## config.mk

```make
export PLATFORM = sky130hd
export DESIGN_NAME = matrix_max_dominant_pair_difference_top
export DESIGN_NICKNAME = d
export VERILOG_FILES = /design/src/design/mmdpd_pkg.sv /design/src/design/mmdpd_ram.sv /design/src/design/matrix_max_dominant_pair_difference_top.sv
export SDC_FILE = /design/constraint.sdc
export NUM_CORES = 2
export LEC_CHECK = 0
export BUFFER_PORTS_ARGS = -buffer_cell sky130_fd_sc_hd__buf_2
export CORE_MARGIN = 2
export CORE_UTILIZATION = 49
export DETAILED_ROUTE_END_ITERATION = 10
export HOLD_SLACK_MARGIN = 0.03
export PLACE_DENSITY_LB_ADDON = 0.25
export SETUP_SLACK_MARGIN = 0.1
export SLEW_MARGIN = 10
export SYNTH_ARGS = -nofsm -noshare
export SYNTH_HDL_FRONTEND = slang
export SYNTH_SLANG_ARGS = --single-unit
```

## constraint.sdc

```tcl
create_clock -name clock -period 11.9 [get_ports clock]
set_input_delay 0.595 -clock clock [delete_from_list [all_inputs] [get_ports clock]]
set_output_delay 0.595 -clock clock [all_outputs]
set_load 0.1 [all_outputs]
```

## src/design/mmdpd_pkg.sv

```systemverilog
// Shared widths and register indexes for the matrix max dominant pair difference block.
// No dependencies.
`timescale 1ns / 1ps
`default_nettype none

package mmdpd_pkg;

   localparam int ELEM_W     = 32;
   localparam int DIFF_W     = 33;
   localparam int REQ_DATA_W = 32;
   localparam int RSP_DATA_W = 40;
   localparam int CFG_W      = 7;
   localparam int CSR_ADDR_W = 1;

   localparam logic [CFG_W-1:0] DIM_RESET = 7'd64;

   typedef enum logic [CSR_ADDR_W-1:0] {
      REG_ROWS_IN_USE = 1'b0,
      REG_COLS_IN_USE = 1'b1
   } csr_index_type;

endpackage

`default_nettype wire

```

## src/design/mmdpd_ram.sv

```systemverilog
// Generic single-port-write, single-port-read RAM with registered read data.
// No dependencies.
`timescale 1ns / 1ps
`default_nettype none

module mmdpd_ram #(
   parameter int WIDTH = 32,
   parameter int DEPTH = 64
) (
   input  wire logic                     clock,
   input  wire logic                     wr_en,
   input  wire logic [$clog2(DEPTH)-1:0] wr_addr,
   input  wire logic [WIDTH-1:0]         wr_data,
   input  wire logic                     rd_en,
   input  wire logic [$clog2(DEPTH)-1:0] rd_addr,
   output logic      [WIDTH-1:0]         rd_data
);

   logic [WIDTH-1:0] mem [DEPTH];

   always_ff @(posedge clock) begin
      if (wr_en) begin
         mem[wr_addr] <= wr_data;
      end
      if (rd_en) begin
         rd_data <= mem[rd_addr];
      end
   end

endmodule

`default_nettype wire

```

## src/design/matrix_max_dominant_pair_difference_top.sv

```systemverilog
// Top level of the matrix max dominant pair difference block.
// Uses mmdpd_pkg and the line-store RAM mmdpd_ram.
`timescale 1ns / 1ps
`default_nettype none

// Streams a matrix in row-major order, one signed 32-bit element per beat, and after
// the last element returns the largest m[d][e] - m[a][b] with d > a and e > b as an
// exact 33-bit value, or no_pair when the matrix has fewer than two rows or columns.
// Dimensions come from rows_in_use / cols_in_use (0 reads as 1, above MAX_DIM as
// MAX_DIM); a write drops any partial matrix. One element is taken every cycle unless a
// result waits on rsp_tready; the result passes stage 2 and the output register. The rate
// is set by the read-modify-write of the prefix-minimum line store (one RAM, one read
// and one write per cycle, last write forwarded); it needs no clearing after reset.
module matrix_max_dominant_pair_difference_top #(
   parameter int MAX_DIM = 64
) (
   input  wire logic                              clock,
   input  wire logic                              reset,
   input  wire logic                              req_tvalid,
   output logic                                   req_tready,
   input  wire logic [mmdpd_pkg::REQ_DATA_W-1:0]  req_tdata,   // [31:0] element
   output logic                                   rsp_tvalid,
   input  wire logic                              rsp_tready,
   output logic      [mmdpd_pkg::RSP_DATA_W-1:0]  rsp_tdata,   // [32:0] max_difference
   output logic                                   rsp_tuser,   // [0] no_pair
   input  wire logic                              csr_wen,
   input  wire logic [mmdpd_pkg::CSR_ADDR_W-1:0]  csr_addr,
   input  wire logic [mmdpd_pkg::CFG_W-1:0]       csr_wdata
);

   import mmdpd_pkg::*;

   localparam int IDX_W = $clog2(MAX_DIM);
   localparam int CNT_W = $clog2(MAX_DIM + 1);
   localparam int EXT_W = (CNT_W > CFG_W) ? CNT_W : CFG_W;

   function automatic logic [CNT_W-1:0] clamp_dim(input logic [CFG_W-1:0] v);
      logic [EXT_W-1:0] ext;
      ext = EXT_W'(v);
      if (ext == '0) begin
         ext = EXT_W'(1);
      end else if (ext > EXT_W'(MAX_DIM)) begin
         ext = EXT_W'(MAX_DIM);
      end
      return ext[CNT_W-1:0];
   endfunction

   // configuration
   logic [CFG_W-1:0] rows_ff, rows_in, cols_ff, cols_in;
   logic [CNT_W-1:0] rows_eff, cols_eff;

   // position of next element
   logic [IDX_W-1:0] col_ff, col_in, row_ff, row_in;
   logic             col_last, row_last, accept;

   // stage 2
   logic                     s2_valid_ff, s2_valid_in;
   logic signed [ELEM_W-1:0] s2_elem_ff, s2_elem_in;
   logic [IDX_W-1:0]         s2_col_ff, s2_col_in;
   logic                     s2_first_ff, s2_first_in;
   logic                     s2_row0_ff, s2_row0_in;
   logic                     s2_last_ff, s2_last_in;
   logic                     s2_fire;

   logic signed [ELEM_W-1:0] left_ff, left_in, diag_ff, diag_in;
   logic signed [DIFF_W-1:0] best_ff, best_in;
   logic                     best_valid_ff, best_valid_in;

   // last line-store write, for forwarding
   logic                     fwd_valid_ff, fwd_valid_in;
   logic [IDX_W-1:0]         fwd_addr_ff, fwd_addr_in;
   logic signed [ELEM_W-1:0] fwd_data_ff, fwd_data_in;

   logic signed [ELEM_W-1:0] ram_rd, old_above, left_new, above_new;
   logic signed [DIFF_W-1:0] cand, best_val;
   logic                     best_take, best_vld;

   // output register
   logic                     rsp_valid_ff, rsp_valid_in;
   logic signed [DIFF_W-1:0] rsp_diff_ff, rsp_diff_in;
   logic                     rsp_nopair_ff, rsp_nopair_in;

   assign rows_eff = clamp_dim(rows_ff);
   assign cols_eff = clamp_dim(cols_ff);

   assign s2_fire    = s2_valid_ff && !(s2_last_ff && rsp_valid_ff && !rsp_tready);
   assign req_tready = !s2_valid_ff || s2_fire;
   assign accept     = req_tvalid && req_tready;

   assign col_last = (CNT_W'(col_ff) + CNT_W'(1)) >= cols_eff;
   assign row_last = (CNT_W'(row_ff) + CNT_W'(1)) >= rows_eff;

   mmdpd_ram #(
      .WIDTH(ELEM_W),
      .DEPTH(MAX_DIM)
   ) u_line_store (
      .clock  (clock),
      .wr_en  (s2_fire),
      .wr_addr(s2_col_ff),
      .wr_data(above_new),
      .rd_en  (accept),
      .rd_addr(col_ff),
      .rd_data(ram_rd)
   );

   always_comb begin
      rows_in = rows_ff;
      cols_in = cols_ff;
      if (csr_wen) begin
         case (csr_addr)
            REG_ROWS_IN_USE: rows_in = csr_wdata;
            REG_COLS_IN_USE: cols_in = csr_wdata;
            default: ;
         endcase
      end
   end

   always_comb begin
      col_in      = col_ff;
      row_in      = row_ff;
      s2_elem_in  = s2_elem_ff;
      s2_col_in   = s2_col_ff;
      s2_first_in = s2_first_ff;
      s2_row0_in  = s2_row0_ff;
      s2_last_in  = s2_last_ff;
      s2_valid_in = s2_fire ? 1'b0 : s2_valid_ff;
      if (accept) begin
         s2_valid_in = 1'b1;
         s2_elem_in  = req_tdata[ELEM_W-1:0];
         s2_col_in   = col_ff;
         s2_first_in = (col_ff == '0);
         s2_row0_in  = (row_ff == '0);
         s2_last_in  = col_last && row_last;
         if (col_last) begin
            col_in = '0;
            row_in = row_last ? '0 : row_ff + IDX_W'(1);
         end else begin
            col_in = col_ff + IDX_W'(1);
         end
      end
      if (csr_wen) begin
         col_in = '0;
         row_in = '0;
      end
   end

   always_comb begin
      old_above = (fwd_valid_ff && (fwd_addr_ff == s2_col_ff)) ? fwd_data_ff : ram_rd;
      left_new  = (s2_first_ff || (s2_elem_ff < left_ff)) ? s2_elem_ff : left_ff;
      above_new = (s2_row0_ff || (left_new < old_above)) ? left_new : old_above;
      cand      = DIFF_W'(s2_elem_ff) - DIFF_W'(diag_ff);
      best_take = !s2_row0_ff && !s2_first_ff && (!best_valid_ff || (cand > best_ff));
      best_val  = best_take ? cand : best_ff;
      best_vld  = best_take || best_valid_ff;

      left_in       = left_ff;
      diag_in       = diag_ff;
      best_in       = best_ff;
      best_valid_in = best_valid_ff;
      fwd_valid_in  = fwd_valid_ff;
      fwd_addr_in   = fwd_addr_ff;
      fwd_data_in   = fwd_data_ff;
      rsp_diff_in   = rsp_diff_ff;
      rsp_nopair_in = rsp_nopair_ff;
      rsp_valid_in  = rsp_tready ? 1'b0 : rsp_valid_ff;
      if (s2_fire) begin
         left_in      = left_new;
         diag_in      = old_above;
         best_in      = best_val;
         fwd_valid_in = 1'b1;
         fwd_addr_in  = s2_col_ff;
         fwd_data_in  = above_new;
         if (s2_last_ff) begin
            rsp_valid_in  = 1'b1;
            rsp_diff_in   = best_vld ? best_val : '0;
            rsp_nopair_in = !best_vld;
            best_valid_in = 1'b0;
         end else begin
            best_valid_in = best_vld;
         end
      end
      if (csr_wen) begin
         best_valid_in = 1'b0;
      end
   end

   always_ff @(posedge clock) begin
      if (reset) begin
         rows_ff       <= DIM_RESET;
         cols_ff       <= DIM_RESET;
         col_ff        <= '0;
         row_ff        <= '0;
         s2_valid_ff   <= 1'b0;
         best_valid_ff <= 1'b0;
         fwd_valid_ff  <= 1'b0;
         rsp_valid_ff  <= 1'b0;
      end else begin
         rows_ff       <= rows_in;
         cols_ff       <= cols_in;
         col_ff        <= col_in;
         row_ff        <= row_in;
         s2_valid_ff   <= s2_valid_in;
         best_valid_ff <= best_valid_in;
         fwd_valid_ff  <= fwd_valid_in;
         rsp_valid_ff  <= rsp_valid_in;
      end
   end

   always_ff @(posedge clock) begin
      s2_elem_ff    <= s2_elem_in;
      s2_col_ff     <= s2_col_in;
      s2_first_ff   <= s2_first_in;
      s2_row0_ff    <= s2_row0_in;
      s2_last_ff    <= s2_last_in;
      left_ff       <= left_in;
      diag_ff       <= diag_in;
      best_ff       <= best_in;
      fwd_addr_ff   <= fwd_addr_in;
      fwd_data_ff   <= fwd_data_in;
      rsp_diff_ff   <= rsp_diff_in;
      rsp_nopair_ff <= rsp_nopair_in;
   end

   assign rsp_tvalid = rsp_valid_ff;
   assign rsp_tdata  = RSP_DATA_W'(unsigned'(rsp_diff_ff));
   assign rsp_tuser  = rsp_nopair_ff;

   a_stall_cause: assert property (@(posedge clock) disable iff (reset)
      !req_tready |-> (s2_valid_ff && s2_last_ff && rsp_valid_ff))
      else $error("input stalled without a blocked result");

   a_result_source: assert property (@(posedge clock) disable iff (reset)
      (rsp_valid_ff && !$past(rsp_valid_ff)) |-> $past(s2_fire && s2_last_ff))
      else $error("result appeared without a last element");

   a_col_range: assert property (@(posedge clock) disable iff (reset)
      (CNT_W'(col_ff) < cols_eff) && (CNT_W'(row_ff) < rows_eff))
      else $error("position beyond matrix dimensions");

endmodule

`default_nettype wire
```

After elaboration in Yosys (flattened, before gate mapping)

Memories as Yosys holds them, arrays and structs flattened. A register that Yosys moved wholly into a read port is not among the register bits.
Cells that the tools add are included.

Add/sub/neg operators: 5
$lt $le $gt $ge: 7
Mux-type cells: 18
Bitwise gates (word level): 1
Reductions and logical operators: 30
Equal/unequal tests: 1

Operator list:

| operator                                     | count |
|---|---|
| 2-to-1 mux 32 bit                            | 3 |
| < comparator 32 bit                          | 2 |
| > comparator 33 bit                          | 1 |
| 2-to-1 mux 33 bit                            | 1 |
| subtractor 32 x 32 -> 33 bit                 | 1 |
| 2-to-1 mux 7 bit                             | 4 |
| adder 6 x 1 -> 7 bit (second input constant) | 2 |
| >= comparator 7 bit                          | 2 |
| > comparator 7 bit (second input constant)   | 2 |
| zero test 7 bit                              | 2 |
| adder 6 x 1 -> 6 bit (second input constant) | 2 |
| zero test 6 bit                              | 2 |
| 2-to-1 mux 6 bit                             | 2 |
| logical AND 1 bit                            | 8 |
| 2-to-1 mux 1 bit                             | 8 |
| AND reduction 2 bit                          | 4 |
| zero test 1 bit                              | 7 |
| equality test 6 bit                          | 1 |
| logical OR 1 bit                             | 5 |
| nonzero test 2 bit                           | 1 |
| OR reduction 2 bit                           | 1 |
| NOT 1 bit                                    | 1 |

Output and inout bits: 43
Bits in registers: 240
Memory bits (writable): 2048
Memories: 1
Input port bits: 45
Word-level logic and storage cells: 83

Memory list:

| name             | depth | bits a word | rd ports | clocked after Yosys merged registers in | wr ports | RTL line        | RTL |
|---|---|---|---|---|---|---|---|
| u_line_store.mem | 64    | 32          | 1        | 1                                       | 1        | mmdpd_ram.sv:19 | `logic [WIDTH-1:0] mem [DEPTH];` |

Logic depth before layout (Yosys ltp)

Depth after elaboration: 7
Depth in mapped cells: 23
Gate-level depth less buffers: 22

Modules after synthesis

A second synthesis with hierarchy kept.

Cell total of the unflattened synthesis: 4524
Area total of the unflattened synthesis: 92767.7 µm²

Modules (own cells, without submodules):

| module                                  | seq. area each (µm²) | times used | cells an instance | area an instance (µm²) |
|---|---|---|---|---|
| mmdpd_ram                               | 62459.9              | 1          | 3324              | 78835.6 |
| matrix_max_dominant_pair_difference_top | 6906.6               | 1          | 1200              | 13932.1 |

Least setup slack after synthesis

OpenSTA, ideal clock, no wires.

Path kind: flip-flop to flip-flop
From: register rsp_valid_ff (netlist: rsp_tvalid)
To: memory u_line_store.mem[49][0] (enable)
Stages on the path, launching flop included: 5
Arrival time: 10856 ps
Slack: 623 ps
Clock period less this slack: 11277 ps
Path buffers: 0
Setup time: 421 ps
Required time: 11479 ps
Cell sequence: dfxtp_1 nor2b_1 a21boi_1 nand3_1 nor2_1

Longest elaborated chain between the ends: 6

Ends and longest elaborated chain:

| what                                   | RTL line                                       | RTL |
|---|---|---|
| start: declaration                     | matrix_max_dominant_pair_difference_top.sv:79  | `logic rsp_valid_ff, rsp_valid_in;` |
| start signal: assignment               | matrix_max_dominant_pair_difference_top.sv:205 | `rsp_valid_ff <= rsp_valid_in;` |
| logical AND 1 bit (2 in a row)         | matrix_max_dominant_pair_difference_top.sv:86  | `assign s2_fire = s2_valid_ff && !(s2_last_ff && rsp_valid_ff && !rsp_tready);` |
| zero test 1 bit                        | matrix_max_dominant_pair_difference_top.sv:86  |  |
| logical AND 1 bit                      | matrix_max_dominant_pair_difference_top.sv:86  |  |
| named net s2_fire                      | matrix_max_dominant_pair_difference_top.sv:63  | `logic s2_fire;` |
| 2-to-1 mux 1 bit                       | mmdpd_ram.sv:22                                | `if (wr_en) begin` |
| 2-to-1 mux 1 bit (implied by the code) | mmdpd_ram.sv:23                                | `mem[wr_addr] <= wr_data;` |
| end: declaration                       | mmdpd_ram.sv:19                                |  |

The timed path passes the listed nets, and every way through them passes these cells.

Final worst setup path

From: register s2_elem_ff[31]
To: memory u_line_store.mem[17][17] (data pin)

Longest elaborated chain between the ends: 6

Ends and longest elaborated chain:

| what                     | RTL line                                       | RTL |
|---|---|---|
| start: declaration       | matrix_max_dominant_pair_difference_top.sv:58  | `logic signed [ELEM_W-1:0] s2_elem_ff, s2_elem_in;` |
| start signal: assignment | matrix_max_dominant_pair_difference_top.sv:210 | `s2_elem_ff <= s2_elem_in;` |
| < comparator 32 bit      | matrix_max_dominant_pair_difference_top.sv:149 | `left_new = (s2_first_ff \|\| (s2_elem_ff < left_ff)) ? s2_elem_ff : left_ff;` |
| logical OR 1 bit         | matrix_max_dominant_pair_difference_top.sv:149 |  |
| 2-to-1 mux 32 bit        | matrix_max_dominant_pair_difference_top.sv:149 |  |
| named net left_new[9]    | matrix_max_dominant_pair_difference_top.sv:74  | `logic signed [ELEM_W-1:0] ram_rd, old_above, left_new, above_new;` |
| < comparator 32 bit      | matrix_max_dominant_pair_difference_top.sv:150 | `above_new = (s2_row0_ff \|\| (left_new < old_above)) ? left_new : old_above;` |
| logical OR 1 bit         | matrix_max_dominant_pair_difference_top.sv:150 |  |
| 2-to-1 mux 32 bit        | matrix_max_dominant_pair_difference_top.sv:150 |  |
| named net above_new[17]  | matrix_max_dominant_pair_difference_top.sv:74  |  |

The timed path passes the listed nets, and every way through them passes these cells.

==> impl_metrics.env <==
export IMPL_multi_input_area_um2=22900
export IMPL_path_cells="ha_1 -> nand4_2 -> nor4_1 -> o21ai_1 -> a31oi_2 -> o21ai_0 -> a21oi_2 -> buf_4 -> mux2_2 -> ha_1 -> a21o_1 -> a21o_1 -> a21o_1 -> a21oi_1 -> o221ai_1 -> a21oi_1 -> mux2_2 -> a221oi_4 -> buf_4 -> mux2_2"
export IMPL_root_buffer="clkbuf_16"
export IMPL_numClockSinks=2320
export IMPL_dr_first_iter_drc_count=7189
export IMPL_cp_start_kind="flip-flop"
export IMPL_syn_area_um2=93200
export IMPL_synth_seq_cells=2320
export IMPL_layout_setup_ws_ps=3550
export IMPL_powerDensity_nw_per_um2=163
export IMPL_hold_viol=0
export IMPL_seqCellArea_um2=69400
export IMPL_ys_types=72
export IMPL_grt_usage_pct=27.4
export IMPL_dr_total_vias=48300
export IMPL_overflow=0
export IMPL_timing_critical_path_slowest_stage_cell="mux2_2"
export IMPL_place_congestion=0.892
export IMPL_synthFlopType="edfxtp_1"
export IMPL_setup_tns_final_ps=0
export IMPL_cap_violations=0
export IMPL_ios=88
export IMPL_max_freq_ghz=0.120
export IMPL_clkPwrFrac_pct=41.6
export IMPL_path_clk_slew_ps=60
export IMPL_detail_route_antenna_nets=0
export IMPL_viasPerCell=6.53
export IMPL_hold_path_class="in2reg"
export IMPL_grt_pass1_wl_um=366000
export IMPL_die_h_um=440
export IMPL_ys_warn_count=0
export IMPL_syn_area_per_cell_um2=21.0
export IMPL_drc_errors=0
export IMPL_dp_hpwl_um=147000
export IMPL_area_delta_synth_final_pct=12.7
export IMPL_cp_arrival_ps=8830
export IMPL_p_int_w=0.0134
export IMPL_rows=160
export IMPL_comb_power_share_pct=4.8
export IMPL_crit_path_end_kind="flip-flop"
export IMPL_power_switching_w=0.00366
export IMPL_final_cells=7398
export IMPL_synth_edf_count=2290
export IMPL_syn_inst=4444
export IMPL_placed_cells=6937
export IMPL_crit_fanout=65
export IMPL_initial_utilization_pct=49.1
export IMPL_status="complete, no violations"
export IMPL_place_ws_ps=3710
export IMPL_ir_worst_vdd_mv=0.172
export IMPL_cts_resized=0
export IMPL_htree_levels=4
export IMPL_grt_start_max_net_pins=139
export IMPL_seq_area_frac_synth_pct=74.5
export IMPL_slew_violations=0
export IMPL_totalWireLength_um=263000
export IMPL_grt_pass1_vias=46500
export IMPL_insertion_delay_ps=890
export IMPL_routedWlPerCell_um=35.6
export IMPL_critPathMaxStageDelay_ps=1000
export IMPL_clock_skew_ps=45.9
export IMPL_leakagePower_nw=33.0
export IMPL_first_pass_iters=5
export IMPL_die_w_um=440
export IMPL_period_minus_slack_ps=8350
export IMPL_fill_cells=14000
export IMPL_port_buffers=80
export IMPL_fin_crit_sh_pct=70.2
export IMPL_grt_setup_unrepaired="false"
export IMPL_nNetsFinal=4879
export IMPL_pwr_share_seq_pct=53.6
export IMPL_dieArea_um2=194000
export IMPL_slew_headroom_pct=19.0
export IMPL_cts_tree="built"
export IMPL_clockBufferDepth=3
export IMPL_antenna_found_initial=11
export IMPL_tightest_slew_ps=1210
export IMPL_core_um2=190000
export IMPL_setup_violations=0
export IMPL_critPathKind="reg2reg"
export IMPL_numCtsBuffers=223
export IMPL_sw_frac_of_total_pct=21.4
export IMPL_required_ps=12380
export IMPL_synth_async_sr_flop_share_pct=0
export IMPL_drive_above_1_share_pct=26.7
synthesized netlist by cell type (9+ instances only):
master	n	area, um^2
edfxtp_1	2290	68800
nor2_1	139	522
and3_1	11	68.8
o221ai_1	19	166
nand4_1	30	188
mux4_2	621	14000
ha_1	145	1810
dfxtp_1	30	601
o21a_1	9	67.6
o22ai_1	17	106
buf_1	32	120
a211oi_1	11	82.6
clkbuf_1	134	503
nor2b_1	16	100
xnor2_1	25	219
a21oi_1	130	651
buf_2	36	180
a31oi_1	9	56.3
nor3_1	15	75.1
nand2_1	75	282
mux2i_1	90	901
inv_1	152	571
nand3_1	52	260
a21o_1	56	420
xor2_1	14	123
nand2b_1	14	87.6
o21ai_0	85	425
mux2_2	84	946
kinds of logic after synthesis:
family,share of synthesized area [%]
simple gates,1.97
compound gates,2.66
xor+xnor,0.367
flops,74.5
buf+inv,1.57
fa+ha+maj,1.97
mux,17.0
other cells,0.00402
final timing paths:
path	start	endpoint	slack, ps	cells past startpoint
max	s2_elem_ff[31]	u_line_store.mem[17][17]	3550	20
min	csr_addr	cols_ff[2]	80	3
max reg2reg	s2_elem_ff[31]	u_line_store.mem[17][17]	3550	20
min reg2reg	cols_ff[0]	cols_ff[0]	470	2
power by group through the flow:
stage / sequential [W] / combinational (W) / clock [W]
after detailed placement: 0.00933 / 0.000803 / 0
after floorplan: 0.00933 / 0.000530 / 0
after CTS: 0.00916 / 0.000816 / 0.00717
final: 0.00916 / 0.000821 / 0.00711
after global placement: 0.00933 / 0.000789 / 0
after global routing: 0.00916 / 0.000889 / 0.00748
per-layer routing:
layer,track usage [%],vias up,share of wire (%)
li1,-,19000,-
met1,39.2,26000,39
met2,42.2,2902,47
met3,5.58,440,10
met4,9.88,4,3.8
met5,0,-,0.0087
critical path, delay by kind of cell, from the launching register on:
kind            cells  cell delay (ps)
buf+inv             2              910
compound gates     11             3300
flops               1              430
fa+ha+maj           2              770
simple gates        2              670
mux                 3             1780
stage by stage:
stage          utilization (%)  hold WS [ps]  power [W]  area [um^2]
5_1_grt                   55.4          81.9     0.0175       105000
3_5_place_dp              51.3           464     0.0101        97300
6_report                  55.4          81.5     0.0171       105000
2_1_floorplan                -           406    0.00986        93200
4_1_cts                   55.3          36.4     0.0171       105000
3_3_place_gp              51.3           452     0.0101        97300
sequential cells by signal (all words and copies together), names as in the netlist, 6 cells and up:
register              cells
row_ff                    6
rows_ff                   7
s2_col_ff                 6
best_ff                  33
fwd_data_ff              32
fwd_addr_ff               6
diag_ff                  32
cols_ff                   7
u_line_store.mem       2048
left_ff                  32
col_ff                    6
rsp_diff_ff              33
s2_elem_ff               32
u_line_store.rd_data     32
repair_timing:
action                                  4_1_cts  5_1_grt
setup buffers                                 0        0
hold endpoints to repair                     40        0
endpoints found under the setup margin        0        0
hold buffers                                 37        0
area by class of cell:
class                   instances  share of cell area (%)
diodes                         10                  0.0238
clock buffers                 272                    5.51
clock inverters               142                    1.44
inverters                     152                   0.545
multi-input cells            1766                    21.8
flip-flops and latches       2320                    66.1
well taps                    2511                    2.99
repair buffers                225                    1.58
cell usage in the layout, fill, tap and decap left out, types with 24 or more instances in the layout:
cell,n
edfxtp_1,2290
mux4_2,621
clkbuf_16,223
inv_1,151
ha_1,145
a21oi_1,129
buf_4,102
mux2i_1,90
o21ai_0,85
mux2_2,80
buf_2,80
nand2_1,75
nor2_1,74
nor2_4,64
a21o_1,56
nand3_1,52
clkinv_1,51
clkbuf_1,47
clkinv_2,41
dlygate4sd3_1,37
nand4_1,30
bufinv_16,26
xnor2_1,25
dfxtp_1,24
Power figures use the tool's default switching activity.
